### src/rtl/core/color_key_sprite_blitter_top_assert.svh
// Assertion macros used by the sprite blitter controller.
`ifndef COLOR_KEY_SPRITE_BLITTER_TOP_ASSERT_SVH
`define COLOR_KEY_SPRITE_BLITTER_TOP_ASSERT_SVH

// Same-cycle implication, checked on every edge outside reset.
`define CKB_ASSERT_NOW(lbl, ante, cons, msg) \
  lbl: assert property (@(posedge clk) disable iff (rst) (ante) |-> (cons)) else $error(msg);

// Next-cycle implication.
`define CKB_ASSERT_NEXT(lbl, ante, cons, msg) \
  lbl: assert property (@(posedge clk) disable iff (rst) (ante) |=> (cons)) else $error(msg);

`endif

### src/rtl/core/ckb_pkg.sv
// Types and constants for the color key sprite blitter.
package ckb_pkg;

  localparam int CFG_IDX_W  = 3;
  localparam int CFG_DATA_W = 32;

  localparam logic [CFG_IDX_W-1:0] REG_SCREEN_WIDTH  = 3'd0;
  localparam logic [CFG_IDX_W-1:0] REG_SCREEN_HEIGHT = 3'd1;
  localparam logic [CFG_IDX_W-1:0] REG_DEST_X        = 3'd2;
  localparam logic [CFG_IDX_W-1:0] REG_DEST_Y        = 3'd3;
  localparam logic [CFG_IDX_W-1:0] REG_IMAGE_WIDTH   = 3'd4;
  localparam logic [CFG_IDX_W-1:0] REG_KEY_COLOR     = 3'd5;
  localparam logic [CFG_IDX_W-1:0] REG_ERASE_COLOR   = 3'd6;
  localparam logic [CFG_IDX_W-1:0] REG_BLIT_MODE     = 3'd7;

  typedef struct packed {
    logic        first_pixel;
    logic [31:0] pixel_color;
  } in_t;

  typedef struct packed {
    logic        write_valid;
    logic        target_buffer;
    logic [23:0] byte_offset;
    logic [31:0] write_data;
  } out_t;

  // controller -> datapath commands
  typedef struct packed {
    logic load;  // take the input transfer, step counters
    logic mul;   // row times screen width
    logic fin;   // finish offset, load output register
  } cmd_t;

endpackage

### src/rtl/core/color_key_sprite_blitter_top.sv
// Top level of the color key sprite blitter.
//
//   channel   direction  handshake             payload
//   in        input      in_valid / in_ready   in_data   (in_t)
//   out       output     out_valid / out_ready out_data  (out_t)
//   cfg       input      cfg_we                cfg_index, cfg_data
//
// Each pixel goes through accept, row times screen width multiply, and offset finish, in that order.
// The output register frees the input side; a new pixel is taken while a result waits.
// When the output register is still full at finish, the pixel holds until out_ready.
// Synchronous reset rst restores the register defaults and clears both counters.
module color_key_sprite_blitter_top
  import ckb_pkg::*;
#(
  parameter int MAX_WIDTH   = 2048,
  parameter int MAX_HEIGHT  = 2048,
  parameter int PIXEL_BYTES = 4
) (
  input  logic                  clk,
  input  logic                  rst,
  input  logic                  cfg_we,
  input  logic [CFG_IDX_W-1:0]  cfg_index,
  input  logic [CFG_DATA_W-1:0] cfg_data,
  input  logic                  in_valid,
  output logic                  in_ready,
  input  in_t                   in_data,
  output logic                  out_valid,
  input  logic                  out_ready,
  output out_t                  out_data
);

  cmd_t cmd;

  ckb_ctrl u_ctrl (
    .clk       (clk),
    .rst       (rst),
    .in_valid  (in_valid),
    .in_ready  (in_ready),
    .out_valid (out_valid),
    .out_ready (out_ready),
    .cmd       (cmd)
  );

  ckb_dp #(
    .MAX_WIDTH   (MAX_WIDTH),
    .MAX_HEIGHT  (MAX_HEIGHT),
    .PIXEL_BYTES (PIXEL_BYTES)
  ) u_dp (
    .clk       (clk),
    .rst       (rst),
    .cfg_we    (cfg_we),
    .cfg_index (cfg_index),
    .cfg_data  (cfg_data),
    .in_data   (in_data),
    .cmd       (cmd),
    .out_data  (out_data)
  );

endmodule

### src/rtl/core/ckb_ctrl.sv
// Sequencing controller for the sprite blitter.
`include "color_key_sprite_blitter_top_assert.svh"

module ckb_ctrl
  import ckb_pkg::*;
(
  input  logic clk,
  input  logic rst,
  input  logic in_valid,
  output logic in_ready,
  output logic out_valid,
  input  logic out_ready,
  output cmd_t cmd
);

  localparam logic [1:0] S_IDLE = 2'd0;
  localparam logic [1:0] S_MUL  = 2'd1;
  localparam logic [1:0] S_FIN  = 2'd2;

  logic [1:0] state;
  logic [1:0] state_next;
  logic       out_free;

  assign in_ready = (state == S_IDLE);
  assign out_free = !out_valid || out_ready;

  always_comb begin
    state_next = state;
    cmd        = '0;
    case (state)
      S_IDLE: begin
        if (in_valid) begin
          cmd.load   = 1'b1;
          state_next = S_MUL;
        end
      end
      S_MUL: begin
        cmd.mul    = 1'b1;
        state_next = S_FIN;
      end
      S_FIN: begin
        // wait here while the previous result is still unclaimed
        if (out_free) begin
          cmd.fin    = 1'b1;
          state_next = S_IDLE;
        end
      end
      default: state_next = S_IDLE;
    endcase
  end

  always_ff @(posedge clk) begin
    if (rst) begin
      state     <= S_IDLE;
      out_valid <= 1'b0;
    end else begin
      state <= state_next;
      if (cmd.fin) begin
        out_valid <= 1'b1;
      end else if (out_ready) begin
        out_valid <= 1'b0;
      end
    end
  end

  `CKB_ASSERT_NEXT(a_load_to_mul, in_valid && in_ready, state == S_MUL, "accept did not start multiply")
  `CKB_ASSERT_NEXT(a_mul_to_fin, state == S_MUL, state == S_FIN, "multiply step not followed by finish")
  `CKB_ASSERT_NOW(a_fin_slot_free, cmd.fin, !out_valid || out_ready, "result overwrote pending output")
  `CKB_ASSERT_NOW(a_valid_from_fin, $rose(out_valid), $past(cmd.fin), "output valid without finish step")

endmodule

### src/rtl/core/ckb_dp.sv
// Datapath: config registers, sprite counters, clipping and offset math.
module ckb_dp
  import ckb_pkg::*;
#(
  parameter int MAX_WIDTH   = 2048,
  parameter int MAX_HEIGHT  = 2048,
  parameter int PIXEL_BYTES = 4
) (
  input  logic                  clk,
  input  logic                  rst,
  input  logic                  cfg_we,
  input  logic [CFG_IDX_W-1:0]  cfg_index,
  input  logic [CFG_DATA_W-1:0] cfg_data,
  input  in_t                   in_data,
  input  cmd_t                  cmd,
  output out_t                  out_data
);

  localparam int CW   = $clog2(MAX_WIDTH);
  localparam int RW   = $clog2(MAX_HEIGHT);
  localparam int XW   = ((CW > 11) ? CW : 11) + 1;
  localparam int YW   = ((RW > 11) ? RW : 11) + 1;
  localparam int CMPW = ((CW + 1) > 12) ? (CW + 1) : 12;
  localparam logic [31:0] PIX_MASK = 32'((64'd1 << (8 * PIXEL_BYTES)) - 64'd1);

  logic [11:0] screen_width;
  logic [11:0] screen_height;
  logic [10:0] dest_x;
  logic [10:0] dest_y;
  logic [11:0] image_width;
  logic [31:0] key_color;
  logic [31:0] erase_color;
  logic [1:0]  blit_mode;

  logic [CW-1:0] col;
  logic [RW-1:0] row;

  logic [CW-1:0] cur_col;
  logic [RW-1:0] cur_row;
  logic [CW:0]   col_inc;
  logic          col_wrap;
  logic [CW-1:0] col_next;
  logic [RW-1:0] row_next;
  logic [XW-1:0] x_sum;
  logic [YW-1:0] y_sum;
  logic [31:0]   color_m;
  logic          hit;

  // stage registers
  logic [XW-1:0] s_x;
  logic [YW-1:0] s_y;
  logic [31:0]   s_color;
  logic          s_hit;
  logic [23:0]   prod;
  logic [23:0]   pix_index;

  always_ff @(posedge clk) begin
    if (rst) begin
      screen_width  <= 12'd1024;
      screen_height <= 12'd768;
      dest_x        <= '0;
      dest_y        <= '0;
      image_width   <= 12'd1;
      key_color     <= '0;
      erase_color   <= '0;
      blit_mode     <= '0;
    end else if (cfg_we) begin
      case (cfg_index)
        REG_SCREEN_WIDTH:  screen_width  <= cfg_data[11:0];
        REG_SCREEN_HEIGHT: screen_height <= cfg_data[11:0];
        REG_DEST_X:        dest_x        <= cfg_data[10:0];
        REG_DEST_Y:        dest_y        <= cfg_data[10:0];
        REG_IMAGE_WIDTH:   image_width   <= cfg_data[11:0];
        REG_KEY_COLOR:     key_color     <= cfg_data;
        REG_ERASE_COLOR:   erase_color   <= cfg_data;
        REG_BLIT_MODE:     blit_mode     <= cfg_data[1:0];
        default: ;
      endcase
    end
  end

  always_comb begin
    cur_col  = in_data.first_pixel ? '0 : col;
    cur_row  = in_data.first_pixel ? '0 : row;
    col_inc  = (CW + 1)'(cur_col) + (CW + 1)'(1);
    col_wrap = (CMPW'(col_inc) >= CMPW'(image_width)) ||
               (col_inc >= (CW + 1)'(MAX_WIDTH));
    col_next = col_wrap ? '0 : col_inc[CW-1:0];
    if (!col_wrap) begin
      row_next = cur_row;
    end else if (cur_row == RW'(MAX_HEIGHT - 1)) begin
      row_next = '0;
    end else begin
      row_next = cur_row + RW'(1);
    end
    x_sum   = XW'(cur_col) + XW'(dest_x);
    y_sum   = YW'(cur_row) + YW'(dest_y);
    color_m = in_data.pixel_color & PIX_MASK;
    hit     = (color_m != key_color) &&
              (x_sum < XW'(screen_width)) &&
              (y_sum < YW'(screen_height));
  end

  assign pix_index = prod + 24'(s_x);

  always_ff @(posedge clk) begin
    if (rst) begin
      col <= '0;
      row <= '0;
    end else if (cmd.load) begin
      col <= col_next;
      row <= row_next;
    end
  end

  always_ff @(posedge clk) begin
    if (cmd.load) begin
      s_x     <= x_sum;
      s_y     <= y_sum;
      s_color <= color_m;
      s_hit   <= hit;
    end
    if (cmd.mul) begin
      prod <= 24'(s_y * YW'(screen_width));
    end
    if (cmd.fin) begin
      if (s_hit) begin
        out_data.write_valid   <= 1'b1;
        out_data.target_buffer <= blit_mode[0];
        out_data.byte_offset   <= 24'(pix_index * 24'(PIXEL_BYTES));
        out_data.write_data    <= blit_mode[1] ? (erase_color & PIX_MASK) : s_color;
      end else begin
        out_data <= '0;
      end
    end
  end

endmodule
### config.mk
export PLATFORM = sky130hd
export DESIGN_NAME = color_key_sprite_blitter_top
export DESIGN_NICKNAME = d
export VERILOG_FILES = /design/src/rtl/core/ckb_pkg.sv /design/src/rtl/core/color_key_sprite_blitter_top.sv /design/src/rtl/core/ckb_ctrl.sv /design/src/rtl/core/ckb_dp.sv
export VERILOG_INCLUDE_DIRS = /design/src /design/src/rtl/core
export SDC_FILE = /design/constraint.sdc
export NUM_CORES = 1
export LEC_CHECK = 0
export BUFFER_PORTS_ARGS = -buffer_cell sky130_fd_sc_hd__clkbuf_2
export CORE_MARGIN = 2
export CORE_UTILIZATION = 50
export CTS_BUF_LIST = sky130_fd_sc_hd__clkbuf_8
export DETAILED_ROUTE_END_ITERATION = 12
export PLACE_DENSITY = 0.74
export SETUP_SLACK_MARGIN = 0.1
export SLEW_MARGIN = 20
export SYNTH_ARGS = -nofsm -noshare
export SYNTH_HDL_FRONTEND = slang
export SYNTH_SLANG_ARGS = --single-unit
### constraint.sdc
create_clock -name clk -period 7.2 [get_ports clk]
set_input_delay 0 -clock clk [delete_from_list [all_inputs] [get_ports clk]]
set_output_delay 0 -clock clk [all_outputs]
set_load 0.005 [all_outputs]
==> impl_summary.txt, run 1 <==
----------------------------------------------------
[Outcome]
  Outcome ... completed

[Yosys]
  Share of the synthesized area in the top cell type ... 0.224
  Number of flops mapped to enable cells by yosys ... 135
  Cell type contributing the most total cell area after synthesis ... sky130_fd_sc_hd__edfxtp_1
  Fraction of synthesized area in multiplexers ... 0.0250
  Adder-cell share of the synthesized area ... 0.198
  Number of distinct standard cells referenced by the synthesized netlist ... 68
  Xor and xnor area share after synthesis ... 0.0412
  Dominant combinational cell family by area after synthesis ... adder cells
  Commonest cells post-synth ... sky130_fd_sc_hd__nand2_1 (365), sky130_fd_sc_hd__inv_1 (176), sky130_fd_sc_hd__a21oi_1 (156)
  Warning count from the yosys run ... 0
  Most frequent cell after synthesis ... sky130_fd_sc_hd__nand2_1
  Dominant synthesized flop cell ... sky130_fd_sc_hd__dfxtp_1
  Flop and latch count out of synthesis ... 284
  Proportion of synthesized flip-flops having asynchronous set or reset ... 0
  Sequential share of the synthesized area ... 0.389
  Average size of a mapped cell ... 9.43 sq um
  Synth Instances ... 1918
  Cell types with the largest area share after synthesis ... sky130_fd_sc_hd__edfxtp_1 (22%), sky130_fd_sc_hd__dfxtp_1 (16%), sky130_fd_sc_hd__fa_1 (11%), sky130_fd_sc_hd__ha_1 (8.5%), sky130_fd_sc_hd__nand2_1 (7.6%)
  Netlist area before placement ... around 18000 sq um
  Compound-Gate Fraction of Synth Area ... 0.0984
  Simple-gate share of the synthesized area ... 0.191

[Global routing]
  First-pass GRT wire length ... between 70000 and 80000 um
  Global Route Usage Sum ... 0.235
  GRT overflow ... 0
  Largest net degree at the start of global routing ... 85
  Number of global-route vias before repair ... 14400
  Number of antenna violations at the first check in global routing ... 1

[Floorplanning]
  IO Count ... 133
  Die extent in y ... 194 um
  Area of the core ... 35600 sq um
  Starting Density ... 0.509
  Die footprint ... 37700 sq um
  Die outline width ... 194 um
  Number of placement rows ... 69

[Clock tree]
  Clock tree from TritonCTS ... done
  Later-pin clock latency in the skew report ... 0.57 ns
  Sinks on the clock net ... 284
  Number of gates given a new drive strength after cts ... 0
  Clock slew at the register clock pins of the worst setup and hold paths ... 0.06 ns
  Number of buffers on the longest clock path ... 3
  TritonCTS buffer count ... 47
  Root cell of the clock tree ... sky130_fd_sc_hd__clkbuf_8
  Number of buffers inserted to repair setup after CTS ... 0
  Max H-tree Level ... 2

[Power and ir drop]
  Highest ir drop seen on vdd ... between 0.2 and 0.25 mV
  Internal power ... 0.00276 W
  Power per Cell Area ... 181 nW/um^2
  Fraction of power spent switching nets ... 0.265
  P_leak ... 8.66 nW
  Relative contribution of the clock network to total power ... 0.387
  Share of power burned in combinational logic ... 0.131
  Flop pwr share ... 0.482
  Sw power ... 0.000995 W

[Timing]
  Worst Slack Setup Final ... 1.52 ns
  Final clock skew ... 0.0153 ns
  Max Fclk ... between 150 and 200 MHz
  Post-route fraction of the period consumed by the critical path ... 0.788
  Setup repair after global routing missed its margin ... false
  Endpoints failing setup ... 0
  Max-slew violation total from the final report ... 0
  Total Negative Setup Slacks ... 0 ns
  Min cycle time layout ... 5.68 ns
  Max-Slew Margin vs Limit ... 0.222
  Measured slew at the worst slew-check pin ... 1.17 ns
  Final Hold Fails ... 0

[Placement]
  Worst setup slack after placement ... 1.46 ns
  Post-DP HPWL ... roughly 31000 um
  Gpl congestion ... 0.829
  Placed Area ... 19100 sq um
  IO buf count ... 130

[Detailed routing]
  DRT Wirelength ... 44500 um
  Number of DRC markers after the initial detailed-route iteration ... 993
  Vias per inst ... 5.41
  Detailed-route via count ... 14000
  DRC violation count after routing ... 0
  Number of iterations in the first detailed-routing pass ... 6
  Average detailed-routed wire length per instance ... roughly 17 um
  Number of nets with antenna violations after detailed routing ... 0

[Critical path]
  Signal arrival time at the worst endpoint ... 5.99 ns
  Slowest cell on the critical path ... sky130_fd_sc_hd__dfxtp_1
  Highest fanout seen on the critical path ... 14
  Critical path capture point type ... flop
  Length in cells of the worst reg-to-reg path ... 17
  Critical path's largest stage delay ... 0.61 ns
  Endpoint of the worst register-to-register path ... u_dp.prod[21]
  Critical setup path kind ... reg -> reg
  Ordered cell list for the critical path ... nand2_1 > fa_1 > fa_1 > fa_1 > inv_1 > fa_1 > inv_1 > fa_1 > inv_1 > ha_1 > a2111oi_0 > o21a_1 > nor3_1 > nor4_1 > o21ai_1 > a41oi_1 > xnor2_1
  Critical path required time ... between 7 and 8 ns
  Setup slack of the worst register-to-register path ... 1.52 ns
  Top cell by count, worst path ... sky130_fd_sc_hd__fa_1
  Critical register-to-register path startpoint ... u_dp.screen_width[5]
  Launching element type of the critical path ... flop
  Beginning of the critical path ... u_dp.screen_width[5]

[Job]
  MaxCap Viol Count ... 0

[Final layout]
  Area taken by multi-input logic gates ... 10000 sq um
  Layout cells sized above 1 ... 0.106
  Finished Cell Area ... 20800 sq um
  Final core occ ... 0.584
  Number of fillers in the final layout ... between 2000 and 3000
  Net total in the final layout ... about 2400
  Register area ... between 7000 and 8000 sq um
  Signed area change from the synthesized netlist to the final layout ... 14.8%

[Hold path]
  Hold WC Path Type ... in -> reg
  Endpoint of the worst hold-timing path ... u_dp.s_color[23]
  Hold path cells ... 2
  Critical hold path startpoint ... in_data[23]

----------------------------------------------------
## state kept, by name, indices dropped and copies added (netlist names), 11 cells and up
name and cells:
u_dp.screen_width 12, u_dp.s_color 32, u_dp.out_data 56, u_dp.dest_x 11, u_dp.dest_y 11, u_dp.screen_height 12, u_dp.prod 22, u_dp.image_width 12
u_dp.erase_color 32, u_dp.key_color 32, u_dp.s_y 12, u_dp.s_x 12, u_dp.row 11, u_dp.col 11
## power by group through the flow
stage	Combinational, W	Sequential (W)	Clock (W)
after detailed placement	0.000453	0.00184	0
after CTS	0.000489	0.00181	0.00148
after global routing	0.000549	0.00182	0.00154
final	0.000493	0.00181	0.00145
after global placement	0.000442	0.00184	0
after floorplan	0.000332	0.00182	0
## through the flow
stage,power [W],std cells,hold slack [ns]
after floorplan,0.00215,1919,0.0989
after global placement,0.00228,2428,0.206
after detailed placement,0.00229,2428,0.207
after CTS,0.00377,2590,0.144
after global routing,0.00391,2591,0.163
final,0.00375,2591,0.187
## layout by cell type, fill, tap and decap left out, types with 31 or more instances in the layout
cell and n:
sky130_fd_sc_hd__a21oi_1 156, sky130_fd_sc_hd__clkbuf_2 129, sky130_fd_sc_hd__dlygate4sd3_1 74, sky130_fd_sc_hd__ha_1 123, sky130_fd_sc_hd__fa_1 102, sky130_fd_sc_hd__nor2_1 62
sky130_fd_sc_hd__mux2i_1 44, sky130_fd_sc_hd__edfxtp_1 135, sky130_fd_sc_hd__and2_1 81, sky130_fd_sc_hd__nand2_1 365, sky130_fd_sc_hd__clkbuf_8 53, sky130_fd_sc_hd__xnor2_1 66
sky130_fd_sc_hd__dfxtp_1 148, sky130_fd_sc_hd__nor2b_1 61, sky130_fd_sc_hd__o21ai_0 31, sky130_fd_sc_hd__inv_1 184
## critical path: cells and delay by family (launching register included)
family                     cells  cell delay [ns]
AOI/OAI and AO/OA              4             1.05
xor gates and xnor gates       1             0.10
adders and majority gates      6             2.90
buffers and inverters          3             0.14
DFF                            1             0.61
and+or+nand+nor                3             0.59
## layer usage
metal	global-route usage	vias up	share of wire
li1	-	6731	-
met1	0.311	6725	0.44
met2	0.386	438	0.46
met3	0.0402	118	0.059
met4	0.0915	0	0.035
met5	0	-	0
## worst max path at each step
stage               endpoint
2_1_floorplan  u_dp.prod[21]
3_3_place_gp   u_dp.prod[21]
3_5_place_dp   u_dp.prod[21]
4_1_cts        u_dp.prod[19]
5_1_grt        u_dp.prod[19]
6_report       u_dp.prod[21]
## layout make-up
class,count,area share
Sequential cell,284,0.339
Antenna cell,1,0.000120
Multi-Input combinational cell,1365,0.484
Tap cell,461,0.0278
Timing Repair Buffer,216,0.0714
Inverter,176,0.0318
Clock buffer,53,0.0351
Clock inverter,35,0.0112
## logic make-up after synthesis
| family | after synthesis |
|---|---|
| AO/OA/AOI/OAI | 294 |
| adder cells (fa/ha/maj) | 225 |
| flip-flops | 284 |
| AND/OR/NAND/NOR | 714 |
| other | 1 |
| XOR/XNOR | 85 |
| multiplexers | 45 |
| buffers and inverters | 270 |
## repair_timing
action                     CTS  global route
hold endpoints to repair   179             0
hold buffers                74             0
setup endpoints to repair    0             0
Note: power is estimated with default switching activity, not from simulation.
==> run 2, diff against run 1 <==
==> constraint.sdc (replaced) <==
create_clock -name clk -period 5.9 [get_ports clk]
set_input_delay 0 -clock clk [delete_from_list [all_inputs] [get_ports clk]]
set_output_delay 0 -clock clk [all_outputs]
set_load 0.005 [all_outputs]
==> run 2 against run 1 <==
Net effect:
- non-clock buffer count grew 22
- fmax increased by 2.7%
- sequential share of layout area fell by 0.15 points
- sequential power up 22%
- wire length down 0.27%
- worst setup slack worse by 1.1 ns
- highest routed layer unchanged
- global-route usage is 0.057 points lower
==> impl_summary.txt, run 2 (synthesized netlist as in run 1, its figures left out) <==
----------------------------------------------------
[Outcome]
  Outcome ... completed (unchanged)

[Detailed routing]
  DRC violation count after routing ... 0 (unchanged)
  DRT Wirelength ... 44300 um (was 44500 um)
  Length of routed met2 wiring ... 20800 um (was 20600 um)
  Top layer in use ... met4 (unchanged)
  Vias per inst ... 5.37 (was 5.41)
  Average detailed-routed wire length per instance ... 17.0 um (was 17.2 um)
  Number of DRC markers after the initial detailed-route iteration ... 891 (was 993)
  Number of nets with antenna violations after detailed routing ... 0 (unchanged)
  Number of iterations in the first detailed-routing pass ... 5 (was 6)
  Detailed-route via count ... 14000 (about the same)
  Metal1 wirelength ... 19600 um (was 19700 um)
  Total length of routed met3 wires ... 2950 um (was 2640 um)

[Final layout]
  Signed area change from the synthesized netlist to the final layout ... 15.4% (was 14.8%)
  Register bank with the most flops ... u_dp.out_data (unchanged)
  Area taken by multi-input logic gates ... 10100 sq um (was 10000 sq um)
  Layout cells sized above 1 ... 0.114 (was 0.106)
  Number of fillers in the final layout ... 2991 (was 2965)
  Net total in the final layout ... 2412 (was 2388)
  Register area ... 7040 sq um (about the same)
  Commonest non-fill, non-tap cell in the layout ... sky130_fd_sc_hd__nand2_1 (unchanged)
  Number of flip-flops in the largest register ... 56 (unchanged)
  Most frequent cells in the layout ... sky130_fd_sc_hd__nand2_1 (365), sky130_fd_sc_hd__inv_1 (197), sky130_fd_sc_hd__a21oi_1 (156), sky130_fd_sc_hd__dfxtp_1 (144), sky130_fd_sc_hd__edfxtp_1 (135) (was sky130_fd_sc_hd__nand2_1 (365), sky130_fd_sc_hd__inv_1 (184), sky130_fd_sc_hd__a21oi_1 (156), sky130_fd_sc_hd__dfxtp_1 (148), sky130_fd_sc_hd__edfxtp_1 (135))

[Critical path]
  Top cell family by delay on the critical path ... adder cells (unchanged)
  Critical path capture point type ... flop (unchanged)
  Critical setup path kind ... reg -> reg (unchanged)
  Sum of buffers and inverters on the critical path ... 3 (unchanged)
  Critical path required time ... 6.21 ns (was 7.51 ns)
  Top cell by count, worst path ... sky130_fd_sc_hd__fa_1 (unchanged)
  Critical path's largest stage delay ... 0.54 ns (was 0.61 ns)
  Ordered cell list for the critical path ... nand2_1 > fa_1 > fa_1 > fa_1 > inv_1 > fa_1 > inv_1 > fa_1 > inv_1 > ha_1 > a2111oi_1 > o21a_1 > nor3_1 > nor4_2 > o21ai_1 > a41oi_1 > xnor2_1 (was nand2_1 > fa_1 > fa_1 > fa_1 > inv_1 > fa_1 > inv_1 > fa_1 > inv_1 > ha_1 > a2111oi_0 > o21a_1 > nor3_1 > nor4_1 > o21ai_1 > a41oi_1 > xnor2_1)
  Highest fanout seen on the critical path ... 14 (unchanged)
  Launching element type of the critical path ... flop (unchanged)
  Slowest cell on the critical path ... sky130_fd_sc_hd__fa_1 (was sky130_fd_sc_hd__dfxtp_1)
  Signal arrival time at the worst endpoint ... 5.84 ns (was 5.99 ns)

[Job]
  MaxCap Viol Count ... 0 (unchanged)

[Timing]
  Worst Slack Setup Final ... 0.374 ns (was 1.52 ns)
  Max-Slew Margin vs Limit ... 0.231 (was 0.222)
  Min cycle time layout ... 5.53 ns (was 5.68 ns)
  Max-slew violation total from the final report ... 0 (unchanged)
  Endpoints failing setup ... 0 (unchanged)
  Final hold slack ... 0.130 ns (was 0.187 ns)
  Final Hold Fails ... 0 (unchanged)
  Max Fclk ... 181 MHz (was 176 MHz)
  Measured slew at the worst slew-check pin ... 1.15 ns (was 1.17 ns)
  Final clock skew ... 0.0434 ns (was 0.0153 ns)
  Post-route fraction of the period consumed by the critical path ... 0.937 (was 0.788)
  Total Negative Setup Slacks ... 0 ns (unchanged)
  Setup repair after global routing missed its margin ... true (was false)

[Floorplanning]
  Area of the core ... 35600 sq um (unchanged)
  Die extent in y ... 194 um (unchanged)
  Starting Density ... 0.509 (unchanged)
  Die footprint ... 37700 sq um (unchanged)
  Number of placement rows ... 69 (unchanged)
  Die outline width ... 194 um (unchanged)
  IO Count ... 133 (unchanged)

[Power and ir drop]
  Power per Cell Area ... 213 nW/um^2 (was 181 nW/um^2)
  P_leak ... 8.79 nW (was 8.66 nW)
  Highest ir drop seen on vdd ... 0.168 mV (was 0.206 mV)
  Power after layout ... 0.00444 W (was 0.00375 W)

[Clock tree]
  Clock slew at the register clock pins of the worst setup and hold paths ... 0.06 ns (about the same)
  Later-pin clock latency in the skew report ... 0.61 ns (was 0.57 ns)
  Sinks on the clock net ... 284 (unchanged)
  Max H-tree Level ... 2 (unchanged)
  Number of buffers on the longest clock path ... 3 (unchanged)
  Root cell of the clock tree ... sky130_fd_sc_hd__clkbuf_8 (unchanged)
  TritonCTS buffer count ... 49 (was 47)
  Clock tree from TritonCTS ... done (unchanged)

[Global routing]
  Largest net degree at the start of global routing ... 90 (was 85)
  Number of global-route vias before repair ... 14100 (was 14400)
  Global Route Usage Sum ... 0.235 (about the same)
  Number of antenna violations at the first check in global routing ... 3 (was 1)
  GRT overflow ... 0 (unchanged)
  First-pass GRT wire length ... 71800 um (was 72100 um)

[Placement]
  IO buf count ... 130 (unchanged)
  Gpl congestion ... 0.836 (was 0.829)
  Worst setup slack after placement ... 0.0833 ns (was 1.46 ns)
  Post-DP HPWL ... 31000 um (about the same)

[Hold path]
  Hold WC Path Type ... in -> reg (unchanged)

----------------------------------------------------
==> run 2: cell types whose count changed in the layout (fill, tap and decap cells not counted), sizes merged <==
cell / change
clkbuf: +2
clkinv: -10
bufinv: -3
inv: +12
clkinvlp: -2
buf: +22
diode: +1
==> run 2: cell type report <==
cell class	instances	area share
Sequential cell	284	0.337
Clock buffer	55	0.0363
Antenna cell	2	0.000240
Multi-Input combinational cell	1365	0.482
Clock inverter	32	0.00605
Inverter	176	0.0316
Tap cell	461	0.0276
Timing Repair Buffer	238	0.0790
==> run 2: metal layers <==
layer,vias to the layer above,global-route usage
li1,6779,-
met1,6713,0.313
met2,461,0.386
met3,77,0.0464
met4,0,0.0710
met5,-,0
==> run 2: what timing repair did <==
item	CTS	global route
hold endpoints to repair	179	0
setup endpoints to repair	2	4
resized for setup	3	4
hold buffers	74	0
buffers inserted	0	12
==> run 2: worst paths after layout <==
path | from | endpoint | slack [ns] | depth (start not counted)
min reg2reg | u_dp.col[10] | u_dp.col[10] | 0.45 | 2
min | in_data[32] | u_dp.col[4] | 0.13 | 6
max | u_dp.screen_width[3] | u_dp.prod[21] | 0.37 | 17
max reg2reg | u_dp.screen_width[3] | u_dp.prod[21] | 0.37 | 17
==> run 2: per-stage QoR <==
stage               instances   util  cell area [sq um]
floorplan                1919      -              18100
global placement         2438  0.538              19100
detailed placement       2438  0.538              19100
CTS                      2599  0.584              20800
global route             2613  0.587              20900
finish                   2613  0.587              20900
==> run 2: worst min-delay path: cells and delay by family <==
family	cells	cell delay [ns]
simple gates	3	0.26
xor+xnor	1	0.12
buf+inv	1	0.14
compound gates	1	0.17
==> run 2: where the power goes <==
| group | internal [W] | switching, W | total, W |
|---|---|---|---|
| Clock | 0.000844 | 0.000778 | 0.00162 |
| Combinational | 0.000261 | 0.000357 | 0.000618 |
| Sequential | 0.00215 | 0.0000476 | 0.00220 |
| Total | 0.00326 | 0.00118 | 0.00444 |
